[config.mk]
export PLATFORM = sky130hd
export DESIGN_NAME = amt_cell
export DESIGN_NICKNAME = d
export VERILOG_FILES = /design/src/rtl/core/amt_pkg.sv /design/src/rtl/core/amt_cell.sv
export SDC_FILE = /design/constraint.sdc
export NUM_CORES = 1
export LEC_CHECK = 0
export ABC_AREA = 1
export BUFFER_PORTS_ARGS = -buffer_cell sky130_fd_sc_hd__buf_2
export CORE_AREA = 2 2 158 160
export DETAILED_ROUTE_END_ITERATION = 12
export DIE_AREA = 0 0 160 162
export GPL_ROUTABILITY_DRIVEN = 0
export PLACE_DENSITY = 0.74
export SYNTH_ARGS = -nofsm -noshare
export SYNTH_HDL_FRONTEND = slang
export SYNTH_SLANG_ARGS = --single-unit
[constraint.sdc]
create_clock -name aclk -period 8.99 [get_ports aclk]
set_input_delay 1.3485 -clock aclk [delete_from_list [all_inputs] [get_ports aclk]]
set_output_delay 1.3485 -clock aclk [all_outputs]
set_load 0.02 [all_outputs]
[src/rtl/core/amt_pkg.sv]
// ----------------------------------------------------------------------------
// amt_pkg
// Shared constants, payload structs and control types for the aging mapping
// table.
// ----------------------------------------------------------------------------
package amt_pkg;

    localparam int NUM_ENTRIES = 16;
    localparam int AGE_BITS    = 16;
    localparam int IDX_W       = $clog2(NUM_ENTRIES);
    localparam int SLOT_W      = 4;

    localparam logic [AGE_BITS-1:0] AGE_MAX = '1;

    localparam logic ACT_LOOKUP = 1'b0;
    localparam logic ACT_FLUSH  = 1'b1;

    typedef struct packed {
        logic        action;
        logic [31:0] key;
        logic [31:0] buf_size;
        logic [31:0] new_base;
    } amt_req_t;

    typedef struct packed {
        logic              hit;
        logic [SLOT_W-1:0] slot;
        logic [31:0]       base_out;
        logic              evicted;
        logic [31:0]       evicted_key;
        logic [31:0]       evicted_base;
        logic [31:0]       evicted_size;
    } amt_rsp_t;

    // Search token walking down the cell chain.
    typedef struct packed {
        logic [31:0]         key;
        logic                hit;
        logic [IDX_W-1:0]    sel_slot;
        logic [AGE_BITS-1:0] sel_age;
        logic                sel_valid;
        logic [31:0]         sel_key;
        logic [31:0]         sel_base;
        logic [31:0]         sel_size;
    } amt_token_t;

    // Broadcast write to every cell: install one entry or flush all.
    typedef struct packed {
        logic             install;
        logic             flush;
        logic [IDX_W-1:0] slot;
        logic [31:0]      key;
        logic [31:0]      size;
        logic [31:0]      base;
    } amt_wr_t;

    typedef enum logic [1:0] {
        ST_IDLE,
        ST_SCAN,
        ST_FINISH
    } amt_state_t;

endpackage

[src/rtl/core/amt_cell.sv]
// ----------------------------------------------------------------------------
// amt_cell
// One table entry: compares the passing token's key, ages itself and updates
// the token's oldest-entry candidate before handing it to the next cell.
// ----------------------------------------------------------------------------
module amt_cell
    import amt_pkg::*;
(
    input  logic             aclk,
    input  logic             aresetn,
    input  logic [IDX_W-1:0] cell_idx,
    input  logic             tok_live_in,
    input  amt_token_t       tok_in,
    input  amt_wr_t          wr,
    output logic             tok_live_out,
    output amt_token_t       tok_out
);

    logic                valid_reg, valid_next;
    logic [AGE_BITS-1:0] age_reg, age_next;
    logic [31:0]         key_reg, key_next;
    logic [31:0]         size_reg, size_next;
    logic [31:0]         base_reg, base_next;
    logic                live_reg;
    amt_token_t          tok_reg, tok_next;

    logic                match;
    logic                wr_here;
    logic [AGE_BITS-1:0] age_inc;

    assign match   = valid_reg && (key_reg == tok_in.key);
    assign wr_here = wr.install && (wr.slot == cell_idx);
    assign age_inc = (age_reg == AGE_MAX) ? age_reg : age_reg + 1'b1;

    always_comb begin
        tok_next = tok_in;
        if (match && !tok_in.hit) begin
            tok_next.hit      = 1'b1;
            tok_next.sel_slot = cell_idx;
            tok_next.sel_base = base_reg;
        end else if (!tok_in.hit && !match && (age_inc > tok_in.sel_age)) begin
            // strict compare keeps the lowest index on ties
            tok_next.sel_slot  = cell_idx;
            tok_next.sel_age   = age_inc;
            tok_next.sel_valid = valid_reg;
            tok_next.sel_key   = key_reg;
            tok_next.sel_base  = base_reg;
            tok_next.sel_size  = size_reg;
        end
    end

    always_comb begin
        valid_next = valid_reg;
        age_next   = age_reg;
        key_next   = key_reg;
        size_next  = size_reg;
        base_next  = base_reg;
        priority if (wr.flush) begin
            valid_next = 1'b0;
        end else if (wr_here) begin
            valid_next = 1'b1;
            age_next   = '0;
            key_next   = wr.key;
            size_next  = wr.size;
            base_next  = wr.base;
        end else if (tok_live_in) begin
            age_next = match ? '0 : age_inc;
        end
    end

    always_ff @(posedge aclk) begin
        if (!aresetn) begin
            valid_reg <= 1'b0;
            age_reg   <= '0;
            live_reg  <= 1'b0;
        end else begin
            valid_reg <= valid_next;
            age_reg   <= age_next;
            live_reg  <= tok_live_in;
        end
    end

    always_ff @(posedge aclk) begin
        key_reg  <= key_next;
        size_reg <= size_next;
        base_reg <= base_next;
        if (tok_live_in) begin
            tok_reg <= tok_next;
        end
    end

    assign tok_live_out = live_reg;
    assign tok_out      = tok_reg;

endmodule

==> results of run 1 <==
[metrics by stage]
stage | hold WS [ns] | cell area, um^2 | instances | utilization
6_report | 0.531 | 14600 | 1795 | 0.605
5_1_grt | 0.550 | 14600 | 1794 | 0.604
4_1_cts | 0.528 | 14500 | 1784 | 0.603
3_5_place_dp | 0.510 | 13700 | 1733 | 0.567
3_3_place_gp | 0.508 | 13700 | 1733 | 0.567
2_1_floorplan | 0.442 | 11400 | 1045 | -
[final cells by class]
class	instances	area [um^2]
Fill cell	2026	9530
Sequential cell	264	7750
Multi-Input combinational cell	642	3080
Timing Repair Buffer	414	2090
Clock buffer	35	768
Tap cell	324	405
Inverter	89	339
Clock inverter	16	111
Antenna cell	11	27.5
[placed cells by master (no fill, tap or decap), drive strengths merged]
cell,count
nand4,89
inv,88
nand3,77
ha,17
nand3b,1
nand2,349
clkbuf,35
buf,414
o2bb2ai,1
o21ai,14
nor2,45
xnor2,6
a21oi,25
o21bai,1
diode,11
or2,1
a211oi,1
bufinv,1
o21a,1
clkinvlp,3
xor2,12
edfxtp,246
clkinv,13
nor3,2
dfxtp,18
[cells in the mapped netlist, types with 2 or more instances]
cell	number	area share
nor3_1	2	0.00088
clkbuf_1	25	0.0082
nand4_1	89	0.049
nand2_4	2	0.0020
inv_1	87	0.029
buf_1	5	0.0016
buf_6	3	0.0030
ha_1	17	0.019
buf_2	17	0.0075
o21ai_1	2	0.00088
nand2_1	346	0.11
a21oi_1	25	0.011
dfxtp_1	18	0.032
edfxtp_1	246	0.65
xnor2_1	6	0.0046
o21ai_0	12	0.0053
nor2_2	3	0.0016
nand3_1	76	0.033
xor2_1	12	0.0092
nor2_1	42	0.014
[final timing paths]
| path | slack [ns] | depth (start not counted) | to | start |
|---|---|---|---|---|
| max reg2reg | 5.08 | 19 | tok_out[11] | age_reg[0] |
| max | 5.08 | 19 | tok_out[11] | age_reg[0] |
| min | 0.53 | 2 | age_reg[1] | age_reg[1] |
| min reg2reg | 0.53 | 2 | age_reg[1] | age_reg[1] |
[power breakdown]
group	leakage [uW]	switching, uW	internal, uW
registers	0.00248	18.9	1420
logic	0.00375	179	96.3
clock network	0.000429	468	631
total	0.00666	667	2140
[logic make-up (layout without fill, tap and decap cells)]
| family | Yosys count | in the layout | share of synthesized area |
|---|---|---|---|
| AO/OA/AOI/OAI | 43 | 43 | 0.0199 |
| XOR/XNOR | 18 | 18 | 0.0138 |
| adder cells (fa/ha/maj) | 17 | 17 | 0.0187 |
| buffers and inverters | 139 | 554 | 0.0497 |
| flip-flops | 264 | 264 | 0.681 |
| other | 0 | 11 | 0 |
| AND/OR/NAND/NOR | 564 | 564 | 0.217 |
[per-layer routing]
layer  wire length, um  up-vias  track usage
met3              2380       88       0.0455
met5                27        -            0
met2             16800      450        0.432
met1             12900     4458        0.302
met4              1170        4        0.106
li1                  -     4411            -
[worst max-delay path, cell delays in order, from the launching register on]
cell and delay [ns]:
dfxtp_1 0.35, ha_1 0.23, nand2_1 0.10, nor2_2 0.05, nand4_1 0.11, nor2_2 0.08, inv_1 0.31, o21ai_0 0.25
ha_1 0.33, nand2_1 0.08, nor2_1 0.16, nand2_1 0.08, nand2_1 0.08, nand2_1 0.05, nand2_1 0.05, nand2_1 0.10
inv_2 0.10, nand3_4 0.71, nand2_1 0.29, nand2_1 0.07
==> summary.txt, run 1 <==
STA
  – Slew headroom: 0.329
  – Setup tns final: 0 ns
  – Final worst path period need: 3.91 ns
  – Fin worst setup slack: 5.08 ns
  – Final hold viol count: 0
  – Final period util: 0.435
  – RSZ-0062 raised after global routing: false
  – Worst-margin pin slew: 1.01 ns
  – Max Clock Skew: 0.0230 ns
  – Maximum clock rate: 256 MHz
  – Final-report setup violation count: 0
  – Pins over their slew limit: 0

Floorplanning
  – Core box area: 0.0241 mm^2
  – Rows: 57
  – Die Height: 162 um
  – Die area: 0.0259 mm^2
  – # IOs: 410
  – Die Wd: 160 um
  – Starting Density: 0.472

Global route
  – Vias in the first global route: 9005
  – GRT Total Usage: 0.247
  – Initial antenna violation count: 12
  – Total gr overflow: 0
  – Largest net degree at the start of global routing: 85
  – First-pass GRT wire length: 49500 um

Setup path
  – CP Class: reg2reg
  – Worst setup EP type: flip-flop
  – Data required, critical path: 9.27 ns
  – Startpoint Class: flip-flop
  – Arrival time worst endpoint: 4.19 ns
  – Max Fanout on Critical Path: 81

Synth
  – Avg Cell Area, Syn: 10.9 um^2
  – Synth Cell Area: 0.0114 mm^2
  – Synth unique cells: 30
  – Ys flop type: edfxtp_1
  – Synth Register Bits: 264
  – Post-Syn Instances: 1045
  – EDFF count, synth: 246
  – Synth async-reset ratio: 0
  – Ys Warns: 0
  – Sequential area share after synthesis: 0.681
  – Mapped Nets: 1321

Drt
  – Final ANT Viol Nets: 0
  – Number of DRC markers in iteration 0: 738
  – Detail-routed via count per cell: 5.24
  – Router iterations before antenna repair: 7
  – Routed len/inst: 18.6 um
  – Via count: 9411
  – DRC: 0
  – Routed WL: 33300 um

Clocking
  – Later-pin clock latency in the skew report: 0.54 ns
  – Root Buffer: clkbuf_16
  – CTS resizes: 0
  – Post-CTS setup buffers: 0
  – CTS Buf Count: 28
  – H-tree depth: 1
  – Cts-stage hold buffer count: 0
  – Clock Sinks: 264
  – CTS tree: yes
  – Clk slew on worst S/H paths: 0.06 ns
  – Clock Path Buffers: 3

Cells and area
  – Nets: 1715
  – Share of layout cells above drive strength 1: 0.321
  – Area grow syn2layout: 28.0%
  – Number of flip-flops in the largest register: 150

Run
  – MaxCap Viol Count: 0

Power and ir drop
  – Leakage power: 0.00666 uW
  – Pwr Total: 2810 uW
  – VDD IR max: 0.149 mV
  – Cell Pwr Density: 193 mW/mm^2

Place
  – Pre-CTS WS: 4.73 ns
  – HPWL after DPL: 23900 um
  – # port buffers: 409

Outcome
  – Status: completed

Worst hold path
  – Worst min path class: reg2reg
(Power assumes the default switching activity.)
==> run 2: changes to the inputs <==
Settings changed: CORE_AREA 2 2 158 160 to 2 2 159 161, DIE_AREA 0 0 160 162 to 0 0 161 163.
Clock period 8.99 ns to 3.7 ns, I/O delays scaled along.
==> run 2 against run 1 <==
  * Clock skew decreased by 0.013 ns
  * Total power rose to 2.5 times the previous value
  * Global-route usage shrank 0.53 points
  * Via count is 0.98% lower
  * Sequential share of layout area decreased by 1.1 points
  * Final area grew 2.1%
  * Critical endpoint is now tok_out[23]
  * Routed wire length hardly changed
==> summary.txt, run 2 (same netlist as run 1, synthesis figures left out) <==
Setup path
  – CP max-delay cell: dfxtp_1
  – Worst stage delay on the critical path: 0.39 ns (-0.32 ns)
  – R2R setup slack: 0.29 ns (-4.79 ns)
  – Arrival time worst endpoint: 3.70 ns (-0.49 ns)
  – Worst setup EP type: flip-flop
  – Startpoint Class: flip-flop
  – CP Class: reg2reg
  – Cell mode on critical path: nand2_1
  – Max Fanout on Critical Path: 47 (-42%)
  – Data required, critical path: 3.98 ns (-5.29 ns)
  – CP Cell Sequence: ha_1, nand2_1, nor2_2, nand4_1, nor2_4, buf_4, clkinvlp_4, nand2_1, ha_1, a21oi_1, o21a_1, nand2_1, nand2_1, nand2_1, nand2_1, clkinv_2, buf_8, nand4_1, nand2_1

Drt
  – Final ANT Viol Nets: 0 (unchanged)
  – DRC: 0 (unchanged)
  – Router iterations before antenna repair: 5 (-2)
  – Number of DRC markers in iteration 0: 939 (+27%)
  – Via count: 9319 (-0.98%)
  – Routed len/inst: 18.3 um (-1.1%)
  – Routed WL: 33300 um (about the same)
  – Detail-routed via count per cell: 5.13 (-2.1%)

Clocking
  – Cts-stage hold buffer count: 0 (unchanged)
  – Clock Path Buffers: 3 (unchanged)
  – CTS Buf Count: 28 (unchanged)
  – Root Buffer: clkbuf_16
  – Later-pin clock latency in the skew report: 0.53 ns (about the same)
  – Clock Sinks: 264 (unchanged)
  – Clk slew on worst S/H paths: 0.06 ns (about the same)
  – H-tree depth: 1 (unchanged)
  – CTS tree: yes

Floorplanning
  – Rows: 58 (+1.8%)
  – Core box area: 0.0247 mm^2 (+2.4%)
  – Die Wd: 161 um (+0.63%)
  – Die area: 0.0262 mm^2 (+1.2%)
  – # IOs: 410 (unchanged)
  – Starting Density: 0.461 (-0.0109)
  – Die Height: 163 um (+0.62%)

Power and ir drop
  – Pwr Total: 7060 uW (+150%)
  – Cell Pwr Density: 474 mW/mm^2 (+150%)
  – Leakage power: 0.00679 uW (+1.9%)
  – VDD IR max: 0.352 mV (+140%)

STA
  – Final hold viol count: 0 (unchanged)
  – Final period util: 0.922 (+0.487)
  – Max Clock Skew: 0.0103 ns (-0.0127 ns)
  – Slew headroom: 0.474 (+0.145)
  – Worst-margin pin slew: 0.789 ns (-0.218 ns)
  – Final worst path period need: 3.41 ns (-0.500 ns)
  – Maximum clock rate: 293 MHz (+15%)
  – WHS: 0.195 ns (-0.336 ns)
  – Pins over their slew limit: 0 (unchanged)
  – Final-report setup violation count: 0 (unchanged)

Cells and area
  – Most frequent cells in the layout: buf_2, nand2_1, edfxtp_1, nand4_1, inv_1
  – Number of flip-flops in the largest register: 150 (unchanged)
  – Commonest non-fill, non-tap cell in the layout: buf_2
  – Share of layout cells above drive strength 1: 0.327 (+0.00601)
  – Nets: 1731 (+0.93%)
  – Area grow syn2layout: 30.7%

Outcome
  – Status: completed

Global route
  – Total gr overflow: 0 (unchanged)
  – First-pass GRT wire length: 48800 um (-1.4%)
  – Vias in the first global route: 8908 (-1.1%)
  – GRT Total Usage: 0.241 (-0.00531)
  – Initial antenna violation count: 10 (-2)
  – Largest net degree at the start of global routing: 86 (+1.2%)

Worst hold path
  – Worst min path class: in2reg

Place
  – # port buffers: 409 (unchanged)
  – HPWL after DPL: 24200 um (+1.3%)

Run
  – MaxCap Viol Count: 0 (unchanged)
-- run 2: layout make-up --
class,instances,area (um^2)
timing repair buffer,428,2280
sequential,264,7750
antenna,10,25.0
tap,330,413
multi-input combinational,643,3110
inverter,89,344
timing repair inverter,1,7.51
clock inverter,18,213
clock buffer,33,741
fill,2032,9790
-- run 2: worst max-delay path: cells and delay by family (launching register included) --
kind,cells,cell delay (ns)
and+or+nand+nor,11,1.32
AOI/OAI and AO/OA,2,0.28
DFF,1,0.39
buffers and inverters,4,0.71
adders and majority gates,2,0.44
-- run 2: what timing repair did --
item | CTS | global route
setup buffers | 0 | 3
gates resized for setup | 0 | 8
setup endpoints to repair | 0 | 91
-- run 2: power breakdown --
| group | internal, uW | switching (uW) |
|---|---|---|
| Combinational | 242 | 443 |
| Clock | 1770 | 1120 |
| Sequential | 3440 | 44.7 |
| Total | 5450 | 1610 |
-- run 2: worst paths after layout --
path,from,to,cells past startpoint
min reg2reg,age_reg[10],age_reg[10],2
min,wr[52],size_reg[20],1
max,age_reg[0],tok_out[23],19
max reg2reg,age_reg[0],tok_out[23],19
-- run 2: layer usage --
metal  vias up  routed length (um)  share of wire  GRT usage
li1       4438                   -              -          -
met1      4347               12700           0.38      0.295
met2       438               16600           0.50      0.412
met3        94                2640          0.079     0.0527
met4         2                1380          0.041      0.109
met5         -                  13        0.00039          0
-- run 2: stage by stage --
stage	util	std cells	cell area, um^2	worst slack (ns)	setup TNS [ns]
after floorplan	-	1045	11400	0.0765	0
after global placement	0.561	1750	13800	0.334	0
after detailed placement	0.561	1750	13800	0.247	0
after CTS	0.599	1801	14800	0.221	0
after global routing	0.603	1813	14900	-0.0153	-0.0240
final	0.603	1816	14900	0.287	0
